[src/rtl/core/vra_pkg.sv]
`default_nettype none
package vra_pkg;

  localparam int unsigned MaxRangesDefault = 64;
  localparam int unsigned PageShiftDefault = 12;

  localparam logic [31:0] ResetHeapStart  = 32'h1000_0000;
  localparam logic [31:0] ResetHeapLength = 32'h3000_0000;

  localparam int unsigned CountW = 29;
  localparam int unsigned WantW  = 30;

  typedef enum logic {
    OP_ALLOC = 1'b0,
    OP_FREE  = 1'b1
  } op_t;

  typedef enum logic [1:0] {
    ST_OK       = 2'd0,
    ST_NO_SPACE = 2'd1,
    ST_DROPPED  = 2'd2
  } status_t;

  typedef enum logic {
    REG_HEAP_START  = 1'b0,
    REG_HEAP_LENGTH = 1'b1
  } reg_index_t;

  typedef struct packed {
    logic        op;
    logic [28:0] byte_count;
    logic [31:0] range_start;
  } req_t;

  typedef struct packed {
    logic [31:0] address;
    logic [1:0]  status;
  } rsp_t;

  typedef struct packed {
    logic [31:0] start;
    logic [31:0] length;
  } ent_t;

  typedef enum logic [3:0] {
    S_IDLE,
    S_WALK,
    S_FIX,
    S_SHIFT_DN,
    S_PLACE,
    S_SHIFT_UP,
    S_INS,
    S_BUMP
  } state_t;

  function automatic logic [31:0] sat_add(input logic [31:0] a, input logic [31:0] b);
    logic [32:0] s;
    s = {1'b0, a} + {1'b0, b};
    return s[32] ? 32'hFFFF_FFFF : s[31:0];
  endfunction

endpackage
`default_nettype wire

[src/rtl/core/vra_mem.sv]
`default_nettype none
module vra_mem
  import vra_pkg::*;
#(
  parameter int unsigned DEPTH = MaxRangesDefault
) (
  input  wire logic                     clk,
  input  wire logic                     we,
  input  wire logic [$clog2(DEPTH)-1:0] waddr,
  input  wire ent_t                     wdata,
  input  wire logic [$clog2(DEPTH)-1:0] raddr,
  output ent_t                          rdata
);

  ent_t mem [DEPTH];

  always_ff @(posedge clk) begin
    if (we) begin
      mem[waddr] <= wdata;
    end
    rdata <= mem[raddr];
  end

endmodule
`default_nettype wire

[config.mk]
export PLATFORM = sky130hd
export DESIGN_NAME = vra_mem
export DESIGN_NICKNAME = d
export VERILOG_FILES = /design/src/rtl/core/vra_pkg.sv /design/src/rtl/core/vra_mem.sv
export SDC_FILE = /design/constraint.sdc
export NUM_CORES = 2
export LEC_CHECK = 0
export ABC_AREA = 1
export BUFFER_PORTS_ARGS = -buffer_cell sky130_fd_sc_hd__clkbuf_2
export CORE_MARGIN = 2
export CORE_UTILIZATION = 40
export DETAILED_ROUTE_END_ITERATION = 8
export PLACE_DENSITY_LB_ADDON = 0.25
export SLEW_MARGIN = 10
export SYNTH_ARGS = -nofsm -noshare
export SYNTH_HDL_FRONTEND = slang
export SYNTH_SLANG_ARGS = --single-unit
[constraint.sdc]
create_clock -name clk -period 10.9 [get_ports clk]
set_input_delay 2.18 -clock clk [delete_from_list [all_inputs] [get_ports clk]]
set_output_delay 2.18 -clock clk [all_outputs]
set_load 0.01 [all_outputs]
Word level (Yosys, flattened, before mapping)
Memory sizes are Yosys's and may differ from the RTL's. A register that Yosys moved wholly into a read port is not among the register bits.
Index checks and enable logic that the tools add are counted.
{"block": "word_totals", "latch_bits": 0, "register_bits": 0, "in_bits": 78, "wordCells": 3, "output_inout_bits": 64, "ram_bits": 4096, "rom_bits": 0, "memories": 1}
{"block": "op_classes", "bitwise": 0, "n_shift": 0, "multipliers": 0, "magnitude_cmp": 0, "muxes": 2, "div": 0, "addsub": 0, "eq_ne": 0, "reduce_logical": 0}
{"memory": "mem", "depth": 64, "width": 64, "rd": 1, "rd_clocked_by_memory_dff": 1, "write_ports": 1, "line_no": "vra_mem.sv:15", "rtl": "ent_t mem [DEPTH];"}
{"op": "1-bit two-way mux", "count": 2}

Logic depth before layout (Yosys ltp)
{"block": "depth", "depth_word": 2, "ltp_mapped": 13, "depth_no_buf": 9}

Least setup slack after synthesis
No wires, ideal clock.
{"block": "synth_path", "kind": "input -> register", "start": "input we", "end": "memory mem[48][0] (netlist bit) (enable)", "arrival_time_ns": 8.816, "n_path_buf": 1, "slack_ns": 1.438, "setup_time_ns": 0.646, "t_required_ns": 10.254, "stages": 3, "path_cell_list": "clkbuf_1 nand4_1 nor4_1"}
{"block": "synth_via", "elab_chain_len": 2}
{"element": "start: declaration", "line_no": "vra_mem.sv:8", "rtl": "input wire logic we,"}
{"element": "1-bit two-way mux", "line_no": "vra_mem.sv:18", "rtl": "if (we) begin"}
{"element": "1-bit two-way mux (not written as such)", "line_no": "vra_mem.sv:19", "rtl": "mem[waddr] <= wdata;"}
{"element": "end: declaration", "line_no": "vra_mem.sv:15"}
No other way between the ends.

==> impl_metrics.env <==
export IMPL_synth_area_sq_um=165300
export IMPL_clockRootBuffer="clkbuf_16"
export IMPL_io_buffer_count=141
export IMPL_path_buf_inv=4
export IMPL_clk_pin_slew_ps=70
export IMPL_syn_to_final_growth_pct=11.74
export IMPL_stdcell_area_sq_um=184700
export IMPL_cts_max_level=5
export IMPL_vias=109000
export IMPL_worstMarginPinSlew_ps=1250
export IMPL_synth_top_cell_area_share_pct=74.41
export IMPL_finalMaxSlewViolations=0
export IMPL_path_cells="buf_12 > buf_4 > buf_4 > buf_12 > nand2_1 > nand3_1 > nand3_1 > nand3_1 > nand3_1 > nand2_1 > nand2_1 > nand2_1"
export IMPL_min_period_ps=5253
export IMPL_ctsHoldBuffers=0
export IMPL_crit_path_max_fanout=192
export IMPL_cap_viol_max_count=0
export IMPL_wl_met1_um=220100
export IMPL_syn_inst=13410
export IMPL_fin_worst_skew_ps=41.36
export IMPL_ioPinCount=142
export IMPL_drive_gt1_share_pct=8.015
export IMPL_critPathKind="in2reg"
export IMPL_place_hpwl_um=259100
export IMPL_cp_end_kind="flip-flop"
export IMPL_yosysTopAreaCell="edfxtp_1"
export IMPL_layout_commonest_cell="nand2_1"
export IMPL_grt_max_degree=196
export IMPL_hold_path_class="reg2reg"
export IMPL_nNetsFinal=13410
export IMPL_numCtsBuffers=410
export IMPL_postLayoutSetupSlackWorst_ps=5647
export IMPL_initial_core_util_pct=40.10
export IMPL_fp_dieH_um=646.9
export IMPL_power_density_nw_per_um2=185.0
export IMPL_drt_wl_total_um=535600
export IMPL_drt_iter0_markers=14460
export IMPL_antenna_found_initial=52
export IMPL_clock_sinks=4160
export IMPL_rsz0062_at_grt="false"
export IMPL_pre_cts_ws_ps=4778
export IMPL_finalCritPeriodShare_pct=48.19
export IMPL_wl_met2_um=251800
export IMPL_fill_cells=37300
export IMPL_grt_pass1_wl_um=756600
export IMPL_ys_types=16
export IMPL_yosys_warnings=0
export IMPL_first_global_vias=101000
export IMPL_first_pass_iters=6
export IMPL_top_layer="met5"
export IMPL_max_freq_mhz=190.4
export IMPL_drcViolationCount=0
export IMPL_synth_area_top_cells="edfxtp_1, nand3_1, nand2_1"
export IMPL_vias_per_cell=5.684
export IMPL_cpLargestDelayFamily="buffers and inverters"
export IMPL_yosysSeqAreaShare_pct=75.18
export IMPL_required_ps=11810
export IMPL_wl_per_cell_um=27.93
export IMPL_syn_mean_instance_area_sq_um=12.33
export IMPL_most_common_layout_cells="nand2_1, edfxtp_1, nand3_1"
export IMPL_clkLatencyLatePin_ps=980
export IMPL_relSlewSlack_pct=16.66
export IMPL_cp_slowest_stage_delay_ps=740
export IMPL_setup_tns_ps=0
export IMPL_ctsResizeCount=0
export IMPL_drtAntennaViolNets=0
export IMPL_synth_nets=13480
export IMPL_place_congestion=0.7922
export IMPL_status="finished clean"
export IMPL_stdcell_count=19180
export IMPL_worstPathArrival_ps=6160
export IMPL_die_w_um=646.9
export IMPL_cts_path_max_buffers=4
export IMPL_ir_worst_vdd_uv=138.6
export IMPL_cts_tree="yes"
export IMPL_die_area_sq_um=418400
export IMPL_setup_violations=0
export IMPL_slowest_stage="buf_4"
export IMPL_ys_seq_elements=4160
export IMPL_wl_met3_um=46150
export IMPL_grtUsageTotal_pct=24.99
export IMPL_place_inst=18390
export IMPL_finalHoldViolCount=0
export IMPL_dpl_cell_area_sq_um=171000
export IMPL_start_kind="primary input"
export IMPL_cts_setup_buffers=0
export IMPL_grt_ovfl_total=0
export IMPL_rows=236
export IMPL_leakage_nw=64.26
export IMPL_core_area_sq_um=412200
[worst reg2reg max path: cells and delay by family, from the launching register on]
| kind | cells | cell delay, ps |
|---|---|---|
| simple gates | 8 | 1070 |
| flops | 1 | 360 |
[power breakdown]
part,internal [mW],total [mW],switching [mW]
clock,8.30,14.5,6.17
sequential,17.7,17.8,0.0861
combinational,0.448,1.89,1.45
total,26.5,34.2,7.71
[synth_stat cells (all sizes together)]
master and number:
nor4 8, nand3 3847, nand2 4416, nand4 9, dfxtp 64, inv 12, buf 750, edfxtp 4096
nor2 56, clkbuf 147
[through the flow]
| stage | hold WS, ps | power [mW] | util (%) |
|---|---|---|---|
| 5_1_grt | 857.2 | 35.06 | 44.81 |
| 3_5_place_dp | 773.1 | 20.02 | 41.49 |
| 4_1_cts | 788.4 | 34.29 | 44.80 |
| 3_3_place_gp | 781.5 | 20.01 | 41.48 |
| 6_report | 799.7 | 34.17 | 44.81 |
| 2_1_floorplan | 721.4 | 19.19 | - |
[logic make-up after synthesis]
logic type             synth area share, %
and+or+nand+nor                      21.87
buffers and inverters                2.953
DFF                                  75.18
[area by class of cell]
type / instances / area (sq um) / share of cell area, %
multi-input combinational: 8336 / 36620 / 19.82
tap: 5474 / 6849 / 3.708
sequential: 4160 / 124300 / 67.28
clock inverter: 257 / 2626 / 1.422
antenna: 17 / 42.54 / 0.02303
timing repair buffer: 409 / 3194 / 1.729
clock buffer: 513 / 11000 / 5.957
inverter: 12 / 105.1 / 0.05690
[per-layer routing]
| layer | vias to the layer above | track usage (%) |
|---|---|---|
| li1 | 47730 | - |
| met1 | 55220 | 34.71 |
| met2 | 5146 | 40.48 |
| met3 | 904 | 3.761 |
| met4 | 14 | 7.921 |
| met5 | - | 0 |
[registers in the layout (all words and copies together) (netlist names)]
register / flops
mem: 4096
rdata: 64
[final timing paths]
| path | endpoint | depth (start not counted) | slack [ps] | start |
|---|---|---|---|---|
| setup / recovery | rdata[50]$_DFF_P_ | 12 | 5650 | raddr[0] |
| hold / removal | rdata[57]$_DFF_P_ | 8 | 800 | mem[28][57]$_DFFE_PP_ |
| setup reg to reg | rdata[55]$_DFF_P_ | 8 | 9170 | mem[33][55]$_DFFE_PP_ |
| hold reg to reg | rdata[57]$_DFF_P_ | 8 | 800 | mem[28][57]$_DFFE_PP_ |
Power figures use the tool's default switching activity.
